### config.mk
export PLATFORM = sky130hd
export DESIGN_NAME = charlieplexed_led_scan_driver_core_flat
export DESIGN_NICKNAME = d
export VERILOG_FILES = /design/src/hw/rtl/cls_pkg.sv /design/src/hw/rtl/cls_cmd_if.sv /design/src/hw/rtl/cls_rsp_if.sv /design/src/hw/rtl/cls_frame.sv /design/src/hw/rtl/cls_scan.sv /design/src/hw/rtl/charlieplexed_led_scan_driver_core.sv /design/src/flat_wrapper.sv
export SDC_FILE = /design/constraint.sdc
export NUM_CORES = 1
export LEC_CHECK = 0
export ABC_AREA = 1
export BUFFER_PORTS_ARGS = -buffer_cell sky130_fd_sc_hd__buf_2
export CORE_ASPECT_RATIO = 1.2
export CORE_MARGIN = 2
export CORE_UTILIZATION = 45
export CTS_BUF_LIST = sky130_fd_sc_hd__clkbuf_2
export DETAILED_ROUTE_END_ITERATION = 8
export MAX_ROUTING_LAYER = met4
export PLACE_DENSITY_LB_ADDON = 0.15
export SLEW_MARGIN = 5
export SYNTH_ARGS = -nofsm -noshare
export SYNTH_HDL_FRONTEND = slang
export SYNTH_SLANG_ARGS = --single-unit
### constraint.sdc
create_clock -name clk -period 3.7 [get_ports clk]
set_input_delay 0.555 -clock clk [delete_from_list [all_inputs] [get_ports clk]]
set_output_delay 0.555 -clock clk [all_outputs]
set_load 0.01 [all_outputs]
### src/hw/rtl/cls_pkg.sv
package cls_pkg;

    // Display geometry
    localparam int NUM_ROWS = 5;
    localparam int NUM_COLS = 8;
    localparam int NUM_LEDS = 40;
    localparam int NUM_PINS = 7;

    localparam logic [6:0] PIN_MASK = 7'(((1 << NUM_PINS) - 1) & 8'h7F);

    // Operation codes
    localparam logic [2:0] OP_SET_PIXEL = 3'd0;
    localparam logic [2:0] OP_GET_PIXEL = 3'd1;
    localparam logic [2:0] OP_WRITE_ROW = 3'd2;
    localparam logic [2:0] OP_READ_ROW  = 3'd3;
    localparam logic [2:0] OP_LATCH     = 3'd4;
    localparam logic [2:0] OP_TICK      = 3'd5;

    typedef struct packed {
        logic [2:0] operation;
        logic [3:0] column;
        logic [2:0] row;
        logic       pixel_value;
        logic [7:0] row_data;
    } cls_cmd_t;

    typedef struct packed {
        logic       pixel_on;
        logic       out_of_range;
        logic [7:0] row_value;
        logic [6:0] pin_level;
        logic [6:0] pin_enable;
        logic [5:0] led_index;
    } cls_rsp_t;

    typedef struct packed {
        logic       pixel_on;
        logic       out_of_range;
        logic [7:0] row_value;
    } cls_frame_rsp_t;

    typedef struct packed {
        logic [6:0] pin_level;
        logic [6:0] pin_enable;
        logic [5:0] led_index;
    } cls_scan_rsp_t;

    // Pin level driven for each LED when lit
    function automatic logic [6:0] level_rom(input logic [5:0] idx);
        logic [7:0] v;
        case (idx)
            6'd0:  v = 8'h20;  6'd1:  v = 8'h01;  6'd2:  v = 8'h02;  6'd3:  v = 8'h04;
            6'd4:  v = 8'h10;  6'd5:  v = 8'h20;  6'd6:  v = 8'h40;  6'd7:  v = 8'h01;
            6'd8:  v = 8'h10;  6'd9:  v = 8'h40;  6'd10: v = 8'h01;  6'd11: v = 8'h02;
            6'd12: v = 8'h04;  6'd13: v = 8'h10;  6'd14: v = 8'h20;  6'd15: v = 8'h40;
            6'd16: v = 8'h08;  6'd17: v = 8'h10;  6'd18: v = 8'h40;  6'd19: v = 8'h01;
            6'd20: v = 8'h02;  6'd21: v = 8'h08;  6'd22: v = 8'h10;  6'd23: v = 8'h20;
            6'd24: v = 8'h04;  6'd25: v = 8'h08;  6'd26: v = 8'h20;  6'd27: v = 8'h40;
            6'd28: v = 8'h01;  6'd29: v = 8'h02;  6'd30: v = 8'h08;  6'd31: v = 8'h10;
            6'd32: v = 8'h02;  6'd33: v = 8'h04;  6'd34: v = 8'h08;  6'd35: v = 8'h20;
            6'd36: v = 8'h40;  6'd37: v = 8'h01;  6'd38: v = 8'h04;  6'd39: v = 8'h08;
            default: v = 8'h00;
        endcase
        return v[6:0] & PIN_MASK;
    endfunction

    // Output enable pattern for each LED
    function automatic logic [6:0] enable_rom(input logic [5:0] idx);
        logic [7:0] v;
        case (idx)
            6'd0:  v = 8'h60;  6'd1:  v = 8'h41;  6'd2:  v = 8'h22;  6'd3:  v = 8'h14;
            6'd4:  v = 8'h18;  6'd5:  v = 8'h24;  6'd6:  v = 8'h42;  6'd7:  v = 8'h03;
            6'd8:  v = 8'h50;  6'd9:  v = 8'h60;  6'd10: v = 8'h21;  6'd11: v = 8'h12;
            6'd12: v = 8'h0C;  6'd13: v = 8'h14;  6'd14: v = 8'h22;  6'd15: v = 8'h41;
            6'd16: v = 8'h48;  6'd17: v = 8'h30;  6'd18: v = 8'h50;  6'd19: v = 8'h11;
            6'd20: v = 8'h0A;  6'd21: v = 8'h0C;  6'd22: v = 8'h12;  6'd23: v = 8'h21;
            6'd24: v = 8'h44;  6'd25: v = 8'h28;  6'd26: v = 8'h30;  6'd27: v = 8'h48;
            6'd28: v = 8'h09;  6'd29: v = 8'h06;  6'd30: v = 8'h0A;  6'd31: v = 8'h11;
            6'd32: v = 8'h42;  6'd33: v = 8'h24;  6'd34: v = 8'h18;  6'd35: v = 8'h28;
            6'd36: v = 8'h44;  6'd37: v = 8'h05;  6'd38: v = 8'h06;  6'd39: v = 8'h09;
            default: v = 8'h00;
        endcase
        return v[6:0] & PIN_MASK;
    endfunction

endpackage

### src/hw/rtl/cls_cmd_if.sv
interface cls_cmd_if;
    logic               valid;
    logic               ready;
    cls_pkg::cls_cmd_t  item;

    modport source (output valid, output item, input ready);
    modport sink   (input valid, input item, output ready);
endinterface

### src/hw/rtl/cls_rsp_if.sv
interface cls_rsp_if;
    logic               valid;
    logic               ready;
    cls_pkg::cls_rsp_t  item;

    modport source (output valid, output item, input ready);
    modport sink   (input valid, input item, output ready);
endinterface

### src/hw/rtl/cls_frame.sv
module cls_frame (
    input  logic                            clk,
    input  logic                            rst_n,
    input  logic                            accept,
    input  cls_pkg::cls_cmd_t               cmd,
    output cls_pkg::cls_frame_rsp_t         rsp,
    output logic [cls_pkg::NUM_LEDS-1:0]    lit
);
    import cls_pkg::*;

    logic [NUM_COLS-1:0] frame_reg  [NUM_ROWS];
    logic [NUM_COLS-1:0] frame_next [NUM_ROWS];
    logic [NUM_COLS-1:0] sel_row;
    logic                row_ok;
    logic                pix_ok;
    logic                pix_bit;

    assign row_ok = (4'(cmd.row) < 4'(NUM_ROWS));
    assign pix_ok = row_ok && (5'(cmd.column) < 5'(NUM_COLS));

    // Select the addressed row and pixel
    always_comb
    begin
        sel_row = '0;
        pix_bit = 1'b0;
        for (int r = 0; r < NUM_ROWS; r++)
        begin
            if (cmd.row == 3'(r))
            begin
                sel_row = frame_reg[r];
            end
        end
        for (int c = 0; c < NUM_COLS; c++)
        begin
            if (cmd.column == 4'(c))
            begin
                pix_bit = sel_row[c];
            end
        end
    end

    // Form the frame part of the result
    always_comb
    begin
        rsp = '0;
        case (cmd.operation)
            OP_SET_PIXEL:
            begin
                rsp.out_of_range = !pix_ok;
            end
            OP_GET_PIXEL:
            begin
                rsp.out_of_range = !pix_ok;
                rsp.pixel_on     = pix_ok && pix_bit;
            end
            OP_WRITE_ROW:
            begin
                rsp.out_of_range = !row_ok;
            end
            OP_READ_ROW:
            begin
                rsp.out_of_range = !row_ok;
                for (int c = 0; c < NUM_COLS; c++)
                begin
                    rsp.row_value[c] = row_ok && sel_row[c];
                end
            end
            default:
            begin
                rsp = '0;
            end
        endcase
    end

    // Update pixels and rows
    always_comb
    begin
        for (int r = 0; r < NUM_ROWS; r++)
        begin
            frame_next[r] = frame_reg[r];
            for (int c = 0; c < NUM_COLS; c++)
            begin
                if (accept && cmd.operation == OP_SET_PIXEL && pix_ok
                    && cmd.row == 3'(r) && cmd.column == 4'(c))
                begin
                    frame_next[r][c] = cmd.pixel_value;
                end
                if (accept && cmd.operation == OP_WRITE_ROW && row_ok
                    && cmd.row == 3'(r))
                begin
                    frame_next[r][c] = cmd.row_data[c];
                end
            end
        end
    end

    always_ff @(posedge clk or negedge rst_n)
    begin
        if (!rst_n)
        begin
            for (int r = 0; r < NUM_ROWS; r++)
            begin
                frame_reg[r] <= '0;
            end
        end
        else
        begin
            for (int r = 0; r < NUM_ROWS; r++)
            begin
                frame_reg[r] <= frame_next[r];
            end
        end
    end

    // Map LED i onto row i / NUM_COLS, column i % NUM_COLS
    for (genvar i = 0; i < NUM_LEDS; i++)
    begin : g_lit
        if ((i / NUM_COLS) < NUM_ROWS)
        begin : g_in
            assign lit[i] = frame_reg[i / NUM_COLS][i % NUM_COLS];
        end
        else
        begin : g_out
            assign lit[i] = 1'b0;
        end
    end

endmodule

### src/hw/rtl/cls_scan.sv
module cls_scan (
    input  logic                            clk,
    input  logic                            rst_n,
    input  logic                            accept,
    input  logic [2:0]                      operation,
    input  logic [cls_pkg::NUM_LEDS-1:0]    lit,
    output cls_pkg::cls_scan_rsp_t          rsp
);
    import cls_pkg::*;

    logic [NUM_LEDS-1:0] snap_reg;
    logic                latched_reg;
    logic [5:0]          pos_reg;
    logic [5:0]          pos_next;
    logic [5:0]          idx;
    logic                idx_lit;

    // Restart the scan when the position has run past the last LED
    assign idx = (7'(pos_reg) >= 7'(NUM_LEDS)) ? 6'd0 : pos_reg;

    always_comb
    begin
        idx_lit = 1'b0;
        for (int i = 0; i < NUM_LEDS; i++)
        begin
            if (idx == 6'(i))
            begin
                idx_lit = snap_reg[i];
            end
        end
    end

    assign pos_next = 6'(idx + 6'd1);

    // Drive the tick result, zero for every other operation
    always_comb
    begin
        rsp = '0;
        if (operation == OP_TICK)
        begin
            rsp.led_index  = idx;
            rsp.pin_level  = idx_lit ? level_rom(idx) : 7'd0;
            rsp.pin_enable = latched_reg ? enable_rom(idx) : 7'd0;
        end
    end

    always_ff @(posedge clk or negedge rst_n)
    begin
        if (!rst_n)
        begin
            snap_reg    <= '0;
            latched_reg <= 1'b0;
            pos_reg     <= '0;
        end
        else if (accept)
        begin
            if (operation == OP_LATCH)
            begin
                snap_reg    <= lit;
                latched_reg <= 1'b1;
            end
            if (operation == OP_TICK)
            begin
                pos_reg <= pos_next;
            end
        end
    end

endmodule

### src/hw/rtl/charlieplexed_led_scan_driver_core.sv
// Charlieplexed 5x8 LED scan driver on seven tri-state pins.
// cmd carries one operation per transaction: set or get a pixel, write or
// read a row, latch the frame into the drive snapshot, or tick the scan.
// rsp returns exactly one transaction per command, in order; fields that do
// not belong to the operation read zero.
// The response is registered and is valid in the cycle after the command is taken.
// Throughput: one command per cycle while the response side is ready; the frame store,
// snapshot and the two pin ROMs are all reached combinationally behind the response register.
// cmd.ready is high whenever the response register is empty or is being
// drained in the same cycle, so a stalled receiver holds the response and
// back-pressures cmd after one command.
// Reset clears the frame, the snapshot, the latched flag and the scan
// position; the first tick after reset scans LED 0 with all pins disabled.
module charlieplexed_led_scan_driver_core (
    input  logic        clk,
    input  logic        rst_n,
    cls_cmd_if.sink     cmd,
    cls_rsp_if.source   rsp
);
    import cls_pkg::*;

    logic           accept;
    logic           rsp_valid_reg;
    logic           rsp_valid_next;
    cls_rsp_t       rsp_reg;
    cls_rsp_t       rsp_next;
    cls_frame_rsp_t frame_rsp;
    cls_scan_rsp_t  scan_rsp;
    logic [NUM_LEDS-1:0] lit;

    assign cmd.ready = !rsp_valid_reg || rsp.ready;
    assign accept    = cmd.valid && cmd.ready;

    cls_frame u_frame (
        .clk    (clk),
        .rst_n  (rst_n),
        .accept (accept),
        .cmd    (cmd.item),
        .rsp    (frame_rsp),
        .lit    (lit)
    );

    cls_scan u_scan (
        .clk       (clk),
        .rst_n     (rst_n),
        .accept    (accept),
        .operation (cmd.item.operation),
        .lit       (lit),
        .rsp       (scan_rsp)
    );

    // Merge the two halves of the result
    always_comb
    begin
        rsp_next.pixel_on     = frame_rsp.pixel_on;
        rsp_next.out_of_range = frame_rsp.out_of_range;
        rsp_next.row_value    = frame_rsp.row_value;
        rsp_next.pin_level    = scan_rsp.pin_level;
        rsp_next.pin_enable   = scan_rsp.pin_enable;
        rsp_next.led_index    = scan_rsp.led_index;
    end

    // Hold the response until taken
    always_comb
    begin
        rsp_valid_next = rsp_valid_reg;
        if (accept)
        begin
            rsp_valid_next = 1'b1;
        end
        else if (rsp.ready)
        begin
            rsp_valid_next = 1'b0;
        end
    end

    always_ff @(posedge clk or negedge rst_n)
    begin
        if (!rst_n)
        begin
            rsp_valid_reg <= 1'b0;
        end
        else
        begin
            rsp_valid_reg <= rsp_valid_next;
        end
    end

    always_ff @(posedge clk)
    begin
        if (accept)
        begin
            rsp_reg <= rsp_next;
        end
    end

    assign rsp.valid = rsp_valid_reg;
    assign rsp.item  = rsp_reg;

endmodule

### src/flat_wrapper.sv
// flat-port wrapper written by rule: the top's interface ports become plain ports
module charlieplexed_led_scan_driver_core_flat import cls_pkg::*;
  (clk, rst_n, cmd_valid, cmd_item, cmd_ready, rsp_valid, rsp_item, rsp_ready);
  cls_cmd_if cmd_i ();
  cls_rsp_if rsp_i ();
  input  logic clk;
  input  logic rst_n;
  input wire logic [$bits(cmd_i.valid)-1:0] cmd_valid;
  input wire logic [$bits(cmd_i.item)-1:0] cmd_item;
  output wire logic [$bits(cmd_i.ready)-1:0] cmd_ready;
  output wire logic [$bits(rsp_i.valid)-1:0] rsp_valid;
  output wire logic [$bits(rsp_i.item)-1:0] rsp_item;
  input wire logic [$bits(rsp_i.ready)-1:0] rsp_ready;
  assign cmd_i.valid = cmd_valid;
  assign cmd_i.item = cmd_item;
  assign cmd_ready = cmd_i.ready;
  assign rsp_valid = rsp_i.valid;
  assign rsp_item = rsp_i.item;
  assign rsp_i.ready = rsp_ready;
  charlieplexed_led_scan_driver_core u_core (.clk(clk), .rst_n(rst_n), .cmd(cmd_i), .rsp(rsp_i));
endmodule
==> results of run 1 <==
-- cell usage after synthesis (2+ instances only) --
cell type	count	share of area, %
buf_6	3	0.50
nand2_1	192	11
mux2_2	9	1.5
nand3_1	38	2.8
inv_1	138	7.6
ha_1	7	1.3
nor3_1	17	1.3
nand4_1	4	0.37
inv_2	13	0.72
a31oi_1	5	0.46
nor4_1	2	0.18
clkbuf_1	17	0.94
nor2_1	92	5.1
clkbuf_8	2	0.41
nor2_4	6	1.0
a21oi_1	30	2.2
o211ai_1	2	0.22
clkinv_1	8	0.44
o221ai_1	53	6.9
a211oi_1	2	0.22
o22ai_1	4	0.37
nor2_2	16	1.5
edfxtp_1	30	13
nand2_4	2	0.33
dfrtp_1	88	33
nand2_2	2	0.18
o31ai_1	5	0.55
o21ai_0	59	4.4
-- metrics by stage --
stage / util (%) / hold WS, ns / instances / worst slack (ns)
2_1_floorplan: - / 0.259 / 862 / 0.00400
4_1_cts: 54.7 / 0.0217 / 1214 / 0.000240
3_5_place_dp: 52.1 / 0.454 / 1170 / -0.0793
6_report: 55.2 / 0.0621 / 1219 / -0.0640
5_1_grt: 55.2 / 0.0215 / 1219 / -0.591
3_3_place_gp: 52.1 / 0.446 / 1170 / -0.0593
-- cell families after synthesis --
family                   Yosys count
adder cells (fa/ha/maj)            7
AND/OR/NAND/NOR                  375
AO/OA/AOI/OAI                    171
XOR/XNOR                           1
flip-flops                       118
buffers and inverters            181
multiplexers                       9
-- final cells by class --
| cell class | instances | area share, % |
|---|---|---|
| diodes | 1 | 0.0306 |
| clock buffers | 20 | 1.22 |
| clock inverters | 11 | 1.62 |
| inverters | 159 | 7.35 |
| multi-input cells | 563 | 37.1 |
| flip-flops and latches | 118 | 37.9 |
| well taps | 204 | 3.12 |
| repair buffers | 143 | 11.6 |
-- what timing repair did --
action,4_1_cts,5_1_grt
cloned,0,0
gates resized for setup,14,8
endpoints found under the setup margin,7,7
hold buffers,1,0
hold endpoints to repair,45,0
pin swaps,3,4
setup buffers,12,4
-- routing by layer --
layer | part of all wire, % | wire length [µm] | vias to the layer above
li1 | - | - | 3156
met1 | 40 | 8600 | 3065
met2 | 48 | 10300 | 264
met3 | 5.8 | 1240 | 78
met4 | 5.8 | 1230 | 0
met5 | 0 | 0 | -
-- cells in the final DEF, fill, tap and decap left out, types with 3 or more instances in the layout --
master,count
nor2_2,18
nand2_1,192
a21oi_1,30
nand3_1,36
nor2_4,9
o21ai_0,59
buf_2,53
mux2_2,9
edfxtp_1,30
o31ai_1,5
clkbuf_2,20
a31oi_1,5
inv_4,4
nand3_2,3
bufinv_16,3
ha_4,4
buf_4,87
o221ai_1,53
o22ai_1,4
clkinv_2,3
inv_1,134
inv_2,15
ha_1,3
clkinv_1,10
nor3_1,17
nand4_1,4
nor2_1,87
dfrtp_1,88
-- worst reg2reg max path: cells and delay by family (launching register included) --
kind                     cells  cell delay, ns
AND/OR/NAND/NOR             44            2.38
AO/OA/AOI/OAI                2            0.33
adder cells (fa/ha/maj)      1            0.12
buffers and inverters        3            0.27
flip-flops                   1            0.43
-- report_power, final --
group	switching, mW	internal [mW]	total (mW)
Combinational	1.31	0.850	2.16
Sequential	0.0818	1.48	1.56
Clock	0.500	0.375	0.874
Total	1.89	2.70	4.59
-- worst max path at each step --
| stage | endpoint | from | slack [ns] |
|---|---|---|---|
| 2_1_floorplan | u_core.rsp.item[14] | u_core.u_scan.pos_reg[3] | 0.004 |
| 3_3_place_gp | u_core.rsp.item[14] | u_core.u_scan.pos_reg[3] | -0.06 |
| 4_1_cts | u_core.rsp.item[13] | u_core.u_scan.pos_reg[4] | 0.0002 |
| 5_1_grt | u_core.rsp.item[13] | u_core.u_scan.pos_reg[4] | -0.59 |
| 6_report | u_core.rsp.item[19] | u_core.u_scan.pos_reg[4] | -0.06 |
| 3_5_place_dp | u_core.rsp.item[15] | u_core.u_scan.pos_reg[3] | -0.08 |
==> results.md, run 1 <==
- Area Overhead vs Synth: 20.9%
- Most frequently used flop master after synthesis: dfrtp_1
- Hold EP: u_core.rsp.valid
- Met1 Resource Use GR: 34.1%
- Post-synthesis cell area: 6770 µm²
- Initial DRC count: slightly below 600
- Relative slew slack: 41.2%
- Clock-pin slew on the worst setup and hold paths: 0.18 ns
- Simple-gate share of the synthesized area: a little under a quarter
- Synth Area in Compound Gates: 16.6%
- VDD IR-drop max: 359 µV
- #FFs+latches synth: 118
- Crit path time final: between 3 and 4 ns
- Yosys cell types: 44
- Sequential element share of the synthesized area: 45.8%
- First drt pass iteration count: 5
- Vias: 6563
- Pwr Density: between 500 and 600 nW/µm²
- Die area: 16100 µm²
- Ys async rst share: between 70% and 80%
- First-pass GRT wire length: around 34000 µm
- Hold path start: rsp_ready
- CTS buffer count: 17
- CTS tree: done
- Vias in the first global route: 6296
- Tot Pwr: about 4.6 mW
- Worst-path maximum fanout: 7
- Largest net degree at the start of global routing: 48
- Worst setup SP type: flip-flop
- Hold Crit Depth: 4
- # IOs: 55
- Fmax: 266 MHz
- Die Height: 138 µm
- Crit path DAT: between 4 and 5 ns
- Failing checks: setup timing
- Initial Util: 45.6%
- Syn_nets: 892
- Worst path required time: 4.21 ns
- CTS Buffer Depth: 2
- Area of placed instances: 7730 µm²
- Least-Margin Pin Slew: 0.875 ns
- Core footprint: 14800 µm²
- WS Path Type: reg2reg
- Mux cell area share after synthesis: between 1 and 1.5%
- Final Max Tran Viols: 0
- GRT Residual Overflow: 0
- Clk_lat worst skew: 0.74 ns
- Worst r2r src: u_core.u_scan.pos_reg[4]
- GR Util met2: 45.0%
- RSZ-0062 raised after global routing: yes
- Post-synth EDFFs: 30
- Fill cell count: 1489
- GRT Max-Usage Layer: met2
- Yosys Warn Count: 0
- Static Leak: 3.79 nW
- Status: complete, but fails checks
- Routability cong.: ~0.98
- Final WS setup: -0.0640 ns
- All-Layer GR Usage: 28.7%
- Number of port buffers: 54
- Post-synthesis xor/xnor area fraction: less than 1%
- Design Area, Final: slightly above 8000 µm²
- Worst reg2reg endpoint: u_core.rsp.item[19]
- CP Capture Type: flip-flop
- Crit path buf inv count: 3
- Type of the worst min-delay path: in2reg
- Routed WL: 21400 µm
- Crit-path leading delay family: simple AND/OR/NAND/NOR gates
- Avg WL per Cell: around 18 µm
- Via-to-Cell Ratio: 5.38
- Max H-tree Level: 4
- Slowest cell delay on critical path: 0.43 ns
- Setup violators final: 7
- Number of cells produced by synthesis: 862
- Antenna violations before repair: 1
- Worst reg-to-reg setup slack: -0.06 ns
- Storage element area: 3100 µm²
- Total Negative Setup Slacks: -0.382 ns
- Final #Nets: 1032
- Mean Syn Cell Area: 7.86 µm²
- Layout cells sized above 1: 23.6%
- Row cnt: slightly below 50
- Hpwl dp: 16200 µm
- Grt met3 use: about 5.7%
- Clk sinks: between 100 and 150
- ANT nets after route: 0
- Most frequent cell on the critical path: nand2_1
- Multi-input gate area: ~3000 µm²
- Largest family of logic cells by synthesized area: simple AND/OR/NAND/NOR gates
- FF-to-FF path depth: 50
- Die width: 116 µm
- Hold Fails Final Rpt: 0
- Clk root buf: clkbuf_2
- Critical Path Stages: 50
- Adder-Cell Fraction of Synth Area: 1.29%
- Final period util: 102%
- Max Cap Viol: 0
- Clock skew: between 0.02 and 0.025 ns
- Detailed-route DRC error count: 0
- Crit path max-delay cell type: dfrtp_1
No activity file was read; power rests on OpenSTA's default activity.
==> run 2, diff against run 1 <==
- REMOVE_ABC_BUFFERS: default -> 1
==> run 2 against run 1 <==
  * Sequential share of layout area is 0.56 points higher
  * Critical path type unchanged
  * Largest power group unchanged
  * Clock skew is 0.0010 ns higher
  * Clock power is 17% lower
  * Worst hold slack better by 0.034 ns
  * Highest routed layer unchanged
  * Largest cell class unchanged
  * Wire length is 0.84% lower
  * The run still ends with setup timing left
  * Sequential cell count stayed put
  * Non-clock buffer count is 16 lower
  * Setup slack worse by 0.013 ns
==> results.md, run 2 (synthesized netlist as in run 1, its figures left out) <==
- Row cnt: approximately 50
- Total Negative Setup Slacks: -0.459 ns
- Number of port buffers: 54
- Final WS setup: -0.0772 ns
- Worst-path maximum fanout: 7
- Die Height: about 140 µm
- Detailed-route DRC error count: 0
- Vias in the first global route: 6261
- Final period util: 102%
- Crit path time final: between 3 and 4 ns
- Area Overhead vs Synth: 19.1%
- First-pass GRT wire length: roughly 34000 µm
- Routability cong.: 0.977
- Final #Nets: 1016
- Tot Pwr: 4.45 mW
- CTS buffer count: 17
- Failing checks: setup timing
- Hpwl dp: around 16000 µm
- Most frequent cell on the critical path: nand2_1
- # IOs: 55
- Setup violators final: 7
- Crit path max-delay cell type: dfrtp_1
- Commonest non-fill, non-tap cell in the layout: nand2_1
- Hold Fails Final Rpt: 0
- Vias: 6453
- Clk sinks: 118
- First drt pass iteration count: 5
- Via-to-Cell Ratio: 5.36
- Die width: 116 µm
- Antenna violations before repair: 1
- CP Capture Type: flip-flop
- Status: complete, but fails checks
- Design Area, Final: just over 8000 µm²
- ANT nets after route: 0
- Routed WL: roughly 21000 µm
- Clk root buf: clkbuf_2
- CTS tree: done
- Clk_lat worst skew: approximately 0.7 ns
- Avg WL per Cell: 17.6 µm
- Post-layout util: a little over half
- Crit path DAT: 4.26 ns
- Layout cells sized above 1: 22.4%
- GRT Residual Overflow: 0
- Clock-pin slew on the worst setup and hold paths: approximately 0.18 ns
- Worst path required time: 4.18 ns
- Type of the worst min-delay path: in2reg
- Final Max Tran Viols: 0
- VDD IR-drop max: 350 µV
- Pwr Density: 551 nW/µm²
- Die area: 16100 µm²
- Initial Util: 45.6%
- Fmax: ~260 MHz
- CTS Buffer Depth: 2
- Max H-tree Level: 4
- Least-Margin Pin Slew: 0.885 ns
- RSZ-0062 raised after global routing: yes
- Largest net degree at the start of global routing: 79
- Most frequent cells in the layout: nand2_1 (190), inv_1 (133), dfrtp_1 (88)
- Slowest cell delay on critical path: 0.42 ns
- Max Cap Viol: 0
- Clock skew: 0.0238 ns
- Relative slew slack: 40.5%
- Area of placed instances: 7670 µm²
- Static Leak: about 3.7 nW
- All-Layer GR Usage: roughly 28%
- Initial DRC count: 569
- Core footprint: 14800 µm²
- Worst setup SP type: flip-flop
- WS Path Type: reg2reg
-- run 2: changes by cell type in the layout (fill, tap and decap cells not counted), moves of 2 or more --
cell       change
buf_4         -18
nand2_2        +2
nor2_4         +4
clkinv_1       +3
nand2_1        -2
nor2_2         -4
clkinv_2       +2
bufinv_16      -2
inv_4          -2
-- run 2: final timing paths --
check | from | cells past startpoint | slack [ns] | end
max | u_core.u_scan.pos_reg[3] | 50 | -0.08 | u_core.rsp.item[19]
min | rsp_ready | 4 | 0.1 | u_core.rsp.valid
max reg2reg | u_core.u_scan.pos_reg[3] | 50 | -0.08 | u_core.rsp.item[19]
min reg2reg | u_core.u_scan.latched_reg | 2 | 0.49 | u_core.u_scan.latched_reg
max in group asynchronous | rst_n | 3 | 2.83 | u_core.u_scan.snap_reg[38]
min in group asynchronous | rst_n | 2 | 0.18 | u_core.u_scan.pos_reg[1]
-- run 2: layout make-up --
class,instances,area (µm²)
tap,204,255
multi-input combinational,563,3070
antenna,1,2.50
fill,1495,6770
timing repair buffer,127,847
inverter,159,602
sequential,118,3100
clock inverter,13,90.1
clock buffer,19,95.1
-- run 2: through the flow --
| stage | instances | setup slack (ns) | hold WS (ns) |
|---|---|---|---|
| 2_1_floorplan | 840 | -0.182 | 0.259 |
| 3_3_place_gp | 1161 | -0.184 | 0.413 |
| 3_5_place_dp | 1161 | -0.218 | 0.414 |
| 4_1_cts | 1200 | -0.0451 | 0.0309 |
| 5_1_grt | 1204 | -0.770 | 0.0676 |
| 6_report | 1204 | -0.0772 | 0.0963 |
-- run 2: report_power, final --
part           internal (mW)  total [mW]  switching, mW
sequential              1.48        1.56         0.0814
combinational          0.823        2.16           1.34
clock                  0.231       0.727          0.496
-- run 2: what timing repair did --
action / in CTS / in global routing
setup endpoints to repair: 7 / 7
hold endpoints to repair: 88 / 0
buffers inserted: 6 / 3
gates resized for setup: 30 / 5
pin swaps: 8 / 3
hold buffers: 1 / 0
-- run 2: worst max-delay path: cells and delay by family, from the launching register on --
kind / cells / cell delay (ns)
flops: 1 / 0.42
buf+inv: 4 / 0.41
compound gates: 1 / 0.07
fa+ha+maj: 1 / 0.17
simple gates: 44 / 2.43
-- run 2: routing by layer --
layer	wire length [µm]	GRT usage, %
met1	8640	34.0
met2	10200	44.4
met3	1020	4.56
met4	1350	17.6
met5	0	-
